### src/rtl/gls_pkg.sv
package gls_pkg;

    localparam int MAX_ORDER  = 8;
    localparam int Q_W        = 32;
    localparam int FRAC_W     = 16;
    localparam int ORD_W      = 4;
    localparam int STS_W      = 2;
    localparam int ROOT_IDX_W = 3;

    localparam int IDX_W   = (MAX_ORDER > 1) ? $clog2(MAX_ORDER) : 1;
    localparam int CNT_W   = $clog2(MAX_ORDER + 1);
    localparam int DEPTH   = MAX_ORDER * (MAX_ORDER + 1);
    localparam int ADDR_W  = $clog2(DEPTH);
    localparam int WIDE_W  = 2 * CNT_W + 2;

    localparam int QN_W       = Q_W + FRAC_W;
    localparam int DIV_STEPS  = QN_W;
    localparam int DIV_CNT_W  = $clog2(DIV_STEPS + 1);

    localparam logic [Q_W-1:0] Q_MAX = {1'b0, {(Q_W-1){1'b1}}};
    localparam logic [Q_W-1:0] Q_MIN = {1'b1, {(Q_W-1){1'b0}}};

    typedef enum logic [STS_W-1:0] {
        ST_UNIQUE = 2'd0,
        ST_MANY   = 2'd1,
        ST_NONE   = 2'd2
    } sol_status_t;

    typedef enum logic [2:0] {
        WS_INPUT,
        WS_READ,
        WS_SWAP,
        WS_QUOT,
        WS_DIFF
    } wsel_t;

    typedef enum logic [4:0] {
        S_LOAD,
        S_PV_START,
        S_PV_RD,
        S_PV_CMP,
        S_SW_RDA,
        S_SW_RDB,
        S_SW_WRA,
        S_SW_WRB,
        S_PIV_RD,
        S_PIV_CHK,
        S_ZR_RD,
        S_ZR_CHK,
        S_ZOUT,
        S_NM_RD,
        S_NM_DIV,
        S_NM_WAIT,
        S_EL_FRD,
        S_EL_FLAT,
        S_EL_RDA,
        S_EL_MUL,
        S_EL_SUB,
        S_BS_RD,
        S_BS_XLAT,
        S_BS_RDA,
        S_BS_MUL,
        S_BS_SUB,
        S_BS_WR,
        S_EMIT
    } ctrl_state_t;

    typedef struct packed {
        logic [ADDR_W-1:0] addr;
        logic              rd;
        logic              we;
        wsel_t             wsel;
        logic              tmp_load;
        logic              piv_load;
        logic              f_load;
        logic              x_load;
        logic              x_sub;
        logic              mul;
        logic              bs;
        logic              clr_mag;
        logic              take_mag;
        logic              clr_nz;
        logic              chk_nz;
        logic              div_start;
        logic              sol_we;
        logic [IDX_W-1:0]  sol_idx;
        logic              out_load;
        logic              out_zero;
        logic              out_last;
    } gls_cmd_t;

    typedef struct packed {
        logic mag_gt;
        logic rd_zero;
        logic nz;
        logic div_done;
        logic out_free;
    } gls_sts_t;

    function automatic logic [Q_W-1:0] q_mag(input logic [Q_W-1:0] a);
        return a[Q_W-1] ? (~a + 1'b1) : a;
    endfunction

    function automatic logic [ADDR_W-1:0] elem_addr(input logic [IDX_W-1:0] row,
                                                    input logic [CNT_W-1:0] col,
                                                    input logic [CNT_W-1:0] n);
        logic [WIDE_W-1:0] full;
        full = WIDE_W'(row) * (WIDE_W'(n) + 1'b1) + WIDE_W'(col);
        return full[ADDR_W-1:0];
    endfunction

endpackage

### src/rtl/gls_ctrl.sv
module gls_ctrl (
    input  logic                        clk,
    input  logic                        rst_n,
    input  logic                        cfg_we,
    input  logic [gls_pkg::ORD_W-1:0]   cfg_data,
    input  logic                        in_valid,
    output logic                        in_stall,
    input  gls_pkg::gls_sts_t           sts,
    output gls_pkg::gls_cmd_t           cmd
);
    import gls_pkg::*;

    ctrl_state_t        state_reg, state_next;
    logic [ORD_W-1:0]   order_reg, order_next;
    logic [ADDR_W-1:0]  load_cnt_reg, load_cnt_next;
    logic [IDX_W-1:0]   k_reg, k_next;
    logic [IDX_W-1:0]   r_reg, r_next;
    logic [IDX_W-1:0]   best_reg, best_next;
    logic [CNT_W-1:0]   c_reg, c_next;

    logic [CNT_W-1:0]   n;
    logic [CNT_W-1:0]   n_m1;
    logic [IDX_W-1:0]   last_row;
    logic [WIDE_W-1:0]  total_wide;
    logic [ADDR_W-1:0]  total_m1;

    always_comb
    begin
        if (order_reg == '0)
        begin
            n = CNT_W'(1);
        end
        else if (order_reg > ORD_W'(MAX_ORDER))
        begin
            n = CNT_W'(MAX_ORDER);
        end
        else
        begin
            n = CNT_W'(order_reg);
        end
    end

    assign n_m1       = n - 1'b1;
    assign last_row   = IDX_W'(n_m1);
    assign total_wide = WIDE_W'(n) * (WIDE_W'(n) + 1'b1) - 1'b1;
    assign total_m1   = total_wide[ADDR_W-1:0];

    always_comb
    begin
        state_next    = state_reg;
        order_next    = order_reg;
        load_cnt_next = load_cnt_reg;
        k_next        = k_reg;
        r_next        = r_reg;
        best_next     = best_reg;
        c_next        = c_reg;
        case (state_reg)
            S_LOAD:
            begin
                if (cfg_we)
                begin
                    order_next    = cfg_data;
                    load_cnt_next = '0;
                end
                else if (in_valid)
                begin
                    if (load_cnt_reg == total_m1)
                    begin
                        load_cnt_next = '0;
                        k_next        = '0;
                        state_next    = S_PV_START;
                    end
                    else
                    begin
                        load_cnt_next = load_cnt_reg + 1'b1;
                    end
                end
            end
            S_PV_START:
            begin
                r_next     = k_reg;
                best_next  = k_reg;
                state_next = S_PV_RD;
            end
            S_PV_RD:
            begin
                state_next = S_PV_CMP;
            end
            S_PV_CMP:
            begin
                if (sts.mag_gt)
                begin
                    best_next = r_reg;
                end
                if (r_reg == last_row)
                begin
                    c_next = '0;
                    if (best_next != k_reg)
                    begin
                        state_next = S_SW_RDA;
                    end
                    else
                    begin
                        state_next = S_PIV_RD;
                    end
                end
                else
                begin
                    r_next     = r_reg + 1'b1;
                    state_next = S_PV_RD;
                end
            end
            S_SW_RDA:
            begin
                state_next = S_SW_RDB;
            end
            S_SW_RDB:
            begin
                state_next = S_SW_WRA;
            end
            S_SW_WRA:
            begin
                state_next = S_SW_WRB;
            end
            S_SW_WRB:
            begin
                if (c_reg == n)
                begin
                    state_next = S_PIV_RD;
                end
                else
                begin
                    c_next     = c_reg + 1'b1;
                    state_next = S_SW_RDA;
                end
            end
            S_PIV_RD:
            begin
                state_next = S_PIV_CHK;
            end
            S_PIV_CHK:
            begin
                if (sts.rd_zero)
                begin
                    c_next     = '0;
                    state_next = S_ZR_RD;
                end
                else
                begin
                    c_next     = CNT_W'(k_reg);
                    state_next = S_NM_RD;
                end
            end
            S_ZR_RD:
            begin
                state_next = S_ZR_CHK;
            end
            S_ZR_CHK:
            begin
                if (c_reg == n)
                begin
                    state_next = S_ZOUT;
                end
                else
                begin
                    c_next     = c_reg + 1'b1;
                    state_next = S_ZR_RD;
                end
            end
            S_ZOUT:
            begin
                if (sts.out_free)
                begin
                    state_next = S_LOAD;
                end
            end
            S_NM_RD:
            begin
                state_next = S_NM_DIV;
            end
            S_NM_DIV:
            begin
                state_next = S_NM_WAIT;
            end
            S_NM_WAIT:
            begin
                if (sts.div_done)
                begin
                    if (c_reg != n)
                    begin
                        c_next     = c_reg + 1'b1;
                        state_next = S_NM_RD;
                    end
                    else if (k_reg == last_row)
                    begin
                        r_next     = last_row;
                        state_next = S_BS_RD;
                    end
                    else
                    begin
                        r_next     = k_reg + 1'b1;
                        state_next = S_EL_FRD;
                    end
                end
            end
            S_EL_FRD:
            begin
                state_next = S_EL_FLAT;
            end
            S_EL_FLAT:
            begin
                c_next     = CNT_W'(k_reg);
                state_next = S_EL_RDA;
            end
            S_EL_RDA:
            begin
                state_next = S_EL_MUL;
            end
            S_EL_MUL:
            begin
                state_next = S_EL_SUB;
            end
            S_EL_SUB:
            begin
                if (c_reg != n)
                begin
                    c_next     = c_reg + 1'b1;
                    state_next = S_EL_RDA;
                end
                else if (r_reg == last_row)
                begin
                    k_next     = k_reg + 1'b1;
                    state_next = S_PV_START;
                end
                else
                begin
                    r_next     = r_reg + 1'b1;
                    state_next = S_EL_FRD;
                end
            end
            S_BS_RD:
            begin
                state_next = S_BS_XLAT;
            end
            S_BS_XLAT:
            begin
                if (r_reg == last_row)
                begin
                    state_next = S_BS_WR;
                end
                else
                begin
                    c_next     = CNT_W'(r_reg) + 1'b1;
                    state_next = S_BS_RDA;
                end
            end
            S_BS_RDA:
            begin
                state_next = S_BS_MUL;
            end
            S_BS_MUL:
            begin
                state_next = S_BS_SUB;
            end
            S_BS_SUB:
            begin
                if (c_reg == n_m1)
                begin
                    state_next = S_BS_WR;
                end
                else
                begin
                    c_next     = c_reg + 1'b1;
                    state_next = S_BS_RDA;
                end
            end
            S_BS_WR:
            begin
                if (r_reg == '0)
                begin
                    c_next     = '0;
                    state_next = S_EMIT;
                end
                else
                begin
                    r_next     = r_reg - 1'b1;
                    state_next = S_BS_RD;
                end
            end
            S_EMIT:
            begin
                if (sts.out_free)
                begin
                    if (c_reg == n_m1)
                    begin
                        state_next = S_LOAD;
                    end
                    else
                    begin
                        c_next = c_reg + 1'b1;
                    end
                end
            end
            default:
            begin
                state_next = S_LOAD;
            end
        endcase
    end

    always_comb
    begin
        cmd      = '0;
        cmd.wsel = WS_INPUT;
        in_stall = 1'b1;
        case (state_reg)
            S_LOAD:
            begin
                // A register write takes the cycle, so no beat is taken alongside it.
                in_stall = cfg_we;
                cmd.we   = in_valid && !cfg_we;
                cmd.addr = load_cnt_reg;
            end
            S_PV_START:
            begin
                cmd.clr_mag = 1'b1;
            end
            S_PV_RD:
            begin
                cmd.rd   = 1'b1;
                cmd.addr = elem_addr(r_reg, CNT_W'(k_reg), n);
            end
            S_PV_CMP:
            begin
                cmd.take_mag = 1'b1;
            end
            S_SW_RDA:
            begin
                cmd.rd   = 1'b1;
                cmd.addr = elem_addr(k_reg, c_reg, n);
            end
            S_SW_RDB:
            begin
                cmd.rd       = 1'b1;
                cmd.tmp_load = 1'b1;
                cmd.addr     = elem_addr(best_reg, c_reg, n);
            end
            S_SW_WRA:
            begin
                cmd.we   = 1'b1;
                cmd.wsel = WS_READ;
                cmd.addr = elem_addr(k_reg, c_reg, n);
            end
            S_SW_WRB:
            begin
                cmd.we   = 1'b1;
                cmd.wsel = WS_SWAP;
                cmd.addr = elem_addr(best_reg, c_reg, n);
            end
            S_PIV_RD:
            begin
                cmd.rd   = 1'b1;
                cmd.addr = elem_addr(k_reg, CNT_W'(k_reg), n);
            end
            S_PIV_CHK:
            begin
                cmd.piv_load = 1'b1;
                cmd.clr_nz   = 1'b1;
            end
            S_ZR_RD:
            begin
                cmd.rd   = 1'b1;
                cmd.addr = elem_addr(k_reg, c_reg, n);
            end
            S_ZR_CHK:
            begin
                cmd.chk_nz = 1'b1;
            end
            S_ZOUT:
            begin
                cmd.out_load = sts.out_free;
                cmd.out_zero = 1'b1;
                cmd.out_last = 1'b1;
            end
            S_NM_RD:
            begin
                cmd.rd   = 1'b1;
                cmd.addr = elem_addr(k_reg, c_reg, n);
            end
            S_NM_DIV:
            begin
                cmd.div_start = 1'b1;
            end
            S_NM_WAIT:
            begin
                cmd.we   = sts.div_done;
                cmd.wsel = WS_QUOT;
                cmd.addr = elem_addr(k_reg, c_reg, n);
            end
            S_EL_FRD:
            begin
                cmd.rd   = 1'b1;
                cmd.addr = elem_addr(r_reg, CNT_W'(k_reg), n);
            end
            S_EL_FLAT:
            begin
                cmd.f_load = 1'b1;
            end
            S_EL_RDA:
            begin
                cmd.rd   = 1'b1;
                cmd.addr = elem_addr(k_reg, c_reg, n);
            end
            S_EL_MUL:
            begin
                cmd.mul  = 1'b1;
                cmd.rd   = 1'b1;
                cmd.addr = elem_addr(r_reg, c_reg, n);
            end
            S_EL_SUB:
            begin
                cmd.we   = 1'b1;
                cmd.wsel = WS_DIFF;
                cmd.addr = elem_addr(r_reg, c_reg, n);
            end
            S_BS_RD:
            begin
                cmd.rd   = 1'b1;
                cmd.addr = elem_addr(r_reg, n, n);
            end
            S_BS_XLAT:
            begin
                cmd.x_load = 1'b1;
            end
            S_BS_RDA:
            begin
                cmd.rd   = 1'b1;
                cmd.addr = elem_addr(r_reg, c_reg, n);
            end
            S_BS_MUL:
            begin
                cmd.mul     = 1'b1;
                cmd.bs      = 1'b1;
                cmd.sol_idx = c_reg[IDX_W-1:0];
            end
            S_BS_SUB:
            begin
                cmd.bs    = 1'b1;
                cmd.x_sub = 1'b1;
            end
            S_BS_WR:
            begin
                cmd.sol_we  = 1'b1;
                cmd.sol_idx = r_reg;
            end
            S_EMIT:
            begin
                cmd.sol_idx  = c_reg[IDX_W-1:0];
                cmd.out_load = sts.out_free;
                cmd.out_last = c_reg == n_m1;
            end
            default:
            begin
                cmd.we = 1'b0;
            end
        endcase
    end

    always_ff @(posedge clk or negedge rst_n)
    begin
        if (!rst_n)
        begin
            state_reg    <= S_LOAD;
            order_reg    <= ORD_W'(MAX_ORDER);
            load_cnt_reg <= '0;
            k_reg        <= '0;
            r_reg        <= '0;
            best_reg     <= '0;
            c_reg        <= '0;
        end
        else
        begin
            state_reg    <= state_next;
            order_reg    <= order_next;
            load_cnt_reg <= load_cnt_next;
            k_reg        <= k_next;
            r_reg        <= r_next;
            best_reg     <= best_next;
            c_reg        <= c_next;
        end
    end

`ifndef SYNTHESIS
    a_out_free: assert property (@(posedge clk) disable iff (!rst_n)
        cmd.out_load |-> sts.out_free)
        else $error("result loaded while the output register is still held");

    a_div_idle: assert property (@(posedge clk) disable iff (!rst_n)
        cmd.div_start |-> sts.div_done)
        else $error("divider started while busy");

    a_load_bound: assert property (@(posedge clk) disable iff (!rst_n)
        (state_reg == S_LOAD) |-> (load_cnt_reg <= total_m1))
        else $error("load count beyond the system size");

    a_last_ret: assert property (@(posedge clk) disable iff (!rst_n)
        (state_reg == S_EMIT && cmd.out_load && cmd.out_last) |=> (state_reg == S_LOAD))
        else $error("no return to loading after the last root");

    a_one_access: assert property (@(posedge clk) disable iff (!rst_n)
        !(cmd.rd && cmd.we))
        else $error("matrix store read and written in the same cycle");
`endif

endmodule
### config.mk
export PLATFORM = sky130hd
export DESIGN_NAME = gls_ctrl
export DESIGN_NICKNAME = d
export VERILOG_FILES = /design/src/rtl/gls_pkg.sv /design/src/rtl/gls_ctrl.sv
export SDC_FILE = /design/constraint.sdc
export NUM_CORES = 1
export LEC_CHECK = 0
export BUFFER_PORTS_ARGS = -buffer_cell sky130_fd_sc_hd__buf_2
export CELL_PAD_IN_SITES_DETAIL_PLACEMENT = 0
export CELL_PAD_IN_SITES_GLOBAL_PLACEMENT = 1
export CORE_UTILIZATION = 42
export DETAILED_ROUTE_END_ITERATION = 12
export PLACE_DENSITY = 0.8
export SETUP_SLACK_MARGIN = 0.1
export SYNTH_ARGS = -nofsm -noshare
export SYNTH_HDL_FRONTEND = slang
export SYNTH_SLANG_ARGS = --single-unit
### constraint.sdc
create_clock -name clk -period 4.5 [get_ports clk]
set_input_delay 0.225 -clock clk [delete_from_list [all_inputs] [get_ports clk]]
set_output_delay 0.225 -clock clk [all_outputs]
set_load 0.03 [all_outputs]
==> flow_metrics.env, run 1 <==
export IMPL_outcome="finished with violations"
export IMPL_failed_checks="setup timing"
export IMPL_ys_top_cells_by_area="dfrtp_1, ha_1, fa_1"
export IMPL_cp_start_kind="flip-flop"
export IMPL_critPathMaxFanout=6
export IMPL_power_frac_clock_pct=6.4
export IMPL_path_clk_slew_ns=0.05
export IMPL_p_int_uw=2320
export IMPL_syn_avg_cell_area_um2=7.97
export IMPL_place_inst=831
export IMPL_die_h_um=113
export IMPL_crit_top_cell="ha_4"
export IMPL_dieArea_um2=12800
export IMPL_finalSetupTns_ns=-0.0448
export IMPL_largest_reg_flops=7
export IMPL_power_density_nw_per_um2=821
export IMPL_diodes=0
export IMPL_yosysSeqAreaShare_pct=14.1
export IMPL_clock_tree_root_cell="clkbuf_16"
export IMPL_cts_buffers=5
export IMPL_crit_cells=19
export IMPL_wire_per_inst_um=18.6
export IMPL_first_pass_iters=5
export IMPL_layout_area_overhead_vs_synth_pct=16.6
export IMPL_end_kind="primary output"
export IMPL_finalWorstPathRequiredPeriod_ns=4.54
export IMPL_relSlewSlack_pct=36.5
export IMPL_worst_ep_required_time_ns=4.28
export IMPL_yosysTopAreaCell="dfrtp_1"
export IMPL_drtIter0Drc=395
export IMPL_num_vias=5028
export IMPL_clockBufferDepth=2
export IMPL_fin_cells=851
export IMPL_first_global_vias=5093
export IMPL_place_gp_congestion=0.880
export IMPL_grt_max_degree=30
export IMPL_die_width_um=113
export IMPL_start_util_pct=43.1
export IMPL_swShare_pct=53.2
export IMPL_wirelength_um=15800
export IMPL_worst_pin_slew_ns=0.945
export IMPL_cts_max_level=2
export IMPL_layout_cells_most_common="nand2_1"
export IMPL_fin_crit_sh_pct=101
export IMPL_overflow=0
export IMPL_path_cells="o21ba_4, or2_4, inv_8, ha_4, inv_2, ha_4, nand2b_4, fa_1, inv_1, ha_2, fa_2, mux2_4, ha_4, nor2b_4, o21ai_2, xor2_1, a22oi_1, nand2_2, buf_6"
export IMPL_crit_slowest_cell="fa_2"
export IMPL_syn_inst=649
export IMPL_cp_slowest_stage_delay_ns=0.48
export IMPL_reg2regPathDepth=21
export IMPL_seqPwrFrac_pct=10.8
export IMPL_global_route_usage_total_pct=25.7
export IMPL_comb_power_share_pct=82.7
export IMPL_clk_latency_ns=0.27
export IMPL_finalHoldViolations=0
export IMPL_hpwl_um=12200
export IMPL_drv_cap=0
export IMPL_final_cell_mix="nand2_1, nor2_1, inv_1"
export IMPL_rows=40
export IMPL_grt_pass1_wl_um=25700
export IMPL_cts_tree="yes"
export IMPL_path_buf_inv=4
export IMPL_numClockSinks=29
export IMPL_antenna_left=0
export IMPL_path_delay_family="adder cells"
export IMPL_antenna_found_initial=0
export IMPL_io_pins=45
export IMPL_synth_main_ff_cell="dfrtp_1"
export IMPL_drc_errors=0
export IMPL_power_leakage_uw=0.00294
export IMPL_setup_violations=2
export IMPL_synth_seq_cells=29
export IMPL_yosys_warnings=0
export IMPL_slew_viol_final=0
export IMPL_ir_worst_vdd_v=0.000454
export IMPL_synth_cell_types=75
export IMPL_switching_power_uw=2640
export IMPL_fillerInstances=1175
export IMPL_worst_slack_ns=-0.0364
export IMPL_fmax_mhz=220
export IMPL_drive_above_1_share_pct=20.3
export IMPL_rsz0062_at_grt="yes"
export IMPL_portBuffers=43
export IMPL_drt_vias_per_instance=5.91
export IMPL_synthArstFlopShare_pct=100
export IMPL_fin_nets=793
export IMPL_finalClockSkew_ns=0.00487
export IMPL_core_um2=12000
export IMPL_min_path_type="input port to asynchronous set/reset pin"
export IMPL_synth_edf_count=0
export IMPL_setup_worst_path_class="flip-flop to primary output"
export IMPL_crit_arrival_ns=4.31
export IMPL_synth_top_area_share_pct=13.5
export IMPL_syn_cell_area_um2=5170
[per-layer routing]
| metal | GRT usage [%] | part of all wire, % | vias up |
|---|---|---|---|
| li1 | - | - | 2359 |
| met1 | 31.4 | 41 | 2423 |
| met2 | 44.7 | 49 | 200 |
| met3 | 4.12 | 6.1 | 46 |
| met4 | 11.3 | 3.9 | 0 |
| met5 | 0 | 0 | - |
[synthesized netlist by cell type, types with 20 or more instances]
cell and count:
a21oi_1 31, dfrtp_1 28, fa_1 24, ha_1 53, inv_1 50, nand2_1 59
nand2b_1 22, nor2_1 56, o21ai_0 25, xnor2_1 32, xor2_1 20
[power groups by stage]
stage	registers (uW)	logic, uW	clock network, uW
CTS	533	4010	322
finish	536	4100	319
global placement	531	3710	0
detailed placement	535	3780	0
floorplan	434	3010	0
global route	554	4500	336
[path summary, 6_finish.rpt]
kind | from | slack (ns) | endpoint
worst min-delay path | rst_n | 0.008 | state_reg[1]
worst max register to register | order_reg[1] | 0.01 | load_cnt_reg[2]
worst max-delay path | order_reg[1] | -0.04 | cmd[29]
worst min register to register | order_reg[0] | 0.57 | order_reg[0]
max in group asynchronous | rst_n | 4.01 | load_cnt_reg[4]
min in group clk | cfg_data[0] | 0.19 | order_reg[0]
[what timing repair did]
action                     4_1_cts  5_1_grt
pin swaps                       20        1
hold buffers                     0        0
cloned                           1        0
setup endpoints to repair        9       16
buffers inserted                 9        2
resized for setup               25       12
[kinds of logic after synthesis]
kind of cell	after synthesis	synth area share (%)
adder cells (fa/ha/maj)	77	22.1
multiplexers	21	4.50
XOR/XNOR	55	10.1
flip-flops	29	14.1
AND/OR/NAND/NOR	222	21.3
AO/OA/AOI/OAI	154	20.4
other	2	0.145
buffers and inverters	89	7.40
[area by class of cell]
| cell class | instances | area [um2] | share of cell area (%) |
|---|---|---|---|
| Tap cell | 147 | 184 | 3.05 |
| Sequential cell | 29 | 727 | 12.1 |
| Inverter | 52 | 203 | 3.36 |
| Timing Repair Buffer | 79 | 528 | 8.75 |
| Clock buffer | 8 | 136 | 2.26 |
| Multi-Input combinational cell | 536 | 4250 | 70.5 |
[stage by stage]
stage / hold WS, ns / instance area, um2 / util [%] / total power, uW / worst slack [ns]
global placement: 0.323 / 5670 / 47.2 / 4250 / 0.0816
global route: 0.0646 / 6030 / 50.2 / 5390 / -0.227
finish: 0.00765 / 6030 / 50.2 / 4950 / -0.0364
floorplan: -0.0706 / 5320 / - / 3450 / -0.198
detailed placement: 0.324 / 5670 / 47.2 / 4310 / 0.0323
CTS: 0.0389 / 5960 / 49.7 / 4870 / -0.0500
No activity file was read; power rests on OpenSTA's default activity.
==> inputs of run 2 (changes only) <==
Settings changed: CELL_PAD_IN_SITES_DETAIL_PLACEMENT 0 to not set, CELL_PAD_IN_SITES_GLOBAL_PLACEMENT 1 to not set, CORE_UTILIZATION 42 to 45, PLACE_DENSITY 0.8 to 0.64.
Clock period 4.5 ns to 4.3 ns, I/O delays scaled along.
==> run 2 against run 1 <==
- the flow finishes with violations (hold timing, setup timing)
- hold slack lost 0.022 ns
- worst setup slack worse by 0.26 ns
- global-route usage up 2.7 points
- critical endpoint unchanged
- sequential share of layout area decreased by 0.20 points
- largest cell class unchanged
- clock power rose by 33%
- wire length up 1.8%
==> flow_metrics.env, run 2 (synthesized netlist as in run 1, its figures left out) <==
export IMPL_cp_slowest_stage_delay_ns=0.50
export IMPL_diodes=0
export IMPL_layout_area_overhead_vs_synth_pct=18.5
export IMPL_finalWorstPathRequiredPeriod_ns=4.60
export IMPL_setup_worst_path_class="flip-flop to primary output"
export IMPL_die_width_um=109
export IMPL_power_density_nw_per_um2=878
export IMPL_place_gp_congestion=0.923
export IMPL_slew_viol_final=0
export IMPL_power_leakage_uw=0.00302
export IMPL_clockBufferDepth=2
export IMPL_clock_tree_root_cell="clkbuf_16"
export IMPL_layout_cells_most_common="nand2_1"
export IMPL_relSlewSlack_pct=40.9
export IMPL_die_h_um=109
export IMPL_seqPwrFrac_pct=10.0
export IMPL_first_global_vias=5034
export IMPL_path_clk_slew_ns=0.06
export IMPL_overflow=0
export IMPL_antenna_left=0
export IMPL_first_pass_iters=7
export IMPL_drv_cap=0
export IMPL_rows=38
export IMPL_clk_latency_ns=0.29
export IMPL_drtIter0Drc=505
export IMPL_fmax_mhz=218
export IMPL_fin_crit_sh_pct=107
export IMPL_global_route_usage_total_pct=28.4
export IMPL_critPathMaxFanout=6
export IMPL_hpwl_um=12400
export IMPL_worst_slack_ns=-0.297
export IMPL_final_cell_mix="nand2_1, nor2_1, inv_1, ha_1, buf_4"
export IMPL_core_um2=11000
export IMPL_cts_buffers=5
export IMPL_fin_cells=854
export IMPL_rsz0062_at_grt="yes"
export IMPL_end_kind="primary output"
export IMPL_switching_power_uw=2810
export IMPL_io_pins=45
export IMPL_failed_checks="hold timing, setup timing"
export IMPL_swShare_pct=52.2
export IMPL_outcome="finished with violations"
export IMPL_cts_tree="yes"
export IMPL_crit_top_cell="ha_4"
export IMPL_ir_worst_vdd_v=0.000589
export IMPL_worst_pin_slew_ns=0.880
export IMPL_power_frac_clock_pct=7.9
export IMPL_crit_arrival_ns=4.38
export IMPL_drive_above_1_share_pct=21.7
export IMPL_grt_max_degree=30
export IMPL_drc_errors=0
export IMPL_finalClockSkew_ns=0.00861
export IMPL_whs_ns=-0.0139
export IMPL_setup_violations=14
export IMPL_num_vias=5043
export IMPL_crit_slowest_cell="fa_1"
export IMPL_drt_vias_per_instance=5.91
export IMPL_numClockSinks=29
export IMPL_antenna_found_initial=0
export IMPL_wirelength_um=16100
export IMPL_path_cells="o21ba_4, or2_4, inv_8, ha_4, inv_2, ha_4, nand2b_4, fa_1, inv_1, ha_2, fa_1, mux2_4, ha_4, nor2b_4, o21ai_2, xor2_1, a22oi_2, nand2_2, buf_6"
export IMPL_place_inst=839
export IMPL_comb_power_share_pct=82.1
export IMPL_cts_max_level=2
export IMPL_grt_pass1_wl_um=25900
export IMPL_hold_buffers=0
export IMPL_dieArea_um2=11900
export IMPL_finalHoldViolations=8
export IMPL_portBuffers=43
export IMPL_wire_per_inst_um=18.8
export IMPL_start_util_pct=46.9
export IMPL_p_int_uw=2580
export IMPL_final_util_pct=55.6
export IMPL_largest_reg_flops=7
export IMPL_min_path_type="input port to asynchronous set/reset pin"
export IMPL_worst_ep_required_time_ns=4.09
export IMPL_fin_nets=803
export IMPL_cp_start_kind="flip-flop"
==> run 2: power groups by stage <==
stage	Sequential, uW	Combinational (uW)	Clock (uW)
finish	538	4420	424
global route	554	4860	439
CTS	530	4330	429
detailed placement	531	4150	0
global placement	532	4030	0
floorplan	454	3160	0
==> run 2: routing by layer <==
metal | wire length, um | vias to the layer above | part of all wire [%] | global-route usage, %
met2 | 8100 | 168 | 50 | 51.8
li1 | - | 2386 | - | -
met4 | 399 | 0 | 2.5 | 7.43
met3 | 886 | 33 | 5.5 | 3.65
met1 | 6690 | 2456 | 42 | 35.1
met5 | 0 | - | 0 | 0
==> run 2: worst max-delay path, delay by kind of cell (launching register included) <==
kind / cells / cell delay (ns)
fa+ha+maj: 6 / 1.79
simple gates: 4 / 0.66
buf+inv: 4 / 0.28
flops: 1 / 0.39
xor+xnor: 1 / 0.20
compound gates: 3 / 0.47
mux: 1 / 0.29
==> run 2: metrics by stage <==
stage | setup WS, ns | hold WS, ns | power, uW | cell area (um2) | setup TNS [ns]
finish | -0.297 | -0.0139 | 5390 | 6130 | -2.35
global route | -0.491 | 0.0420 | 5850 | 6130 | -5.14
CTS | -0.255 | 0.0172 | 5290 | 6070 | -1.98
detailed placement | -0.120 | 0.327 | 4680 | 5780 | -0.826
global placement | -0.0203 | 0.314 | 4560 | 5780 | -0.0226
floorplan | -0.388 | -0.0806 | 3610 | 5320 | -1.96
==> run 2: timing repair <==
| item | in CTS | in global routing |
|---|---|---|
| endpoints found under the setup margin | 15 | 16 |
| gates resized for setup | 26 | 10 |
| pin swaps | 12 | 8 |
| buffers inserted | 5 | 2 |
==> run 2: final timing paths <==
kind | slack [ns] | end | start | cells after the start
min in group clk | 0.17 | order_reg[0] | cfg_data[0] | 2
hold reg to reg | 0.62 | load_cnt_reg[5] | load_cnt_reg[5] | 1
setup reg to reg | -0.18 | state_reg[0] | order_reg[2] | 21
setup / recovery | -0.30 | cmd[29] | order_reg[2] | 19
max in group asynchronous | 3.83 | k_reg[2] | rst_n | 1
hold / removal | -0.01 | state_reg[1] | rst_n | 1
==> run 2: layout make-up <==
cell class | count | area, um2
fillers | 1039 | 4900
well taps | 140 | 175
inverters | 52 | 203
multi-input cells | 536 | 4250
repair buffers | 89 | 608
clock inverters | 1 | 30.0
flip-flops and latches | 29 | 727
clock buffers | 7 | 143
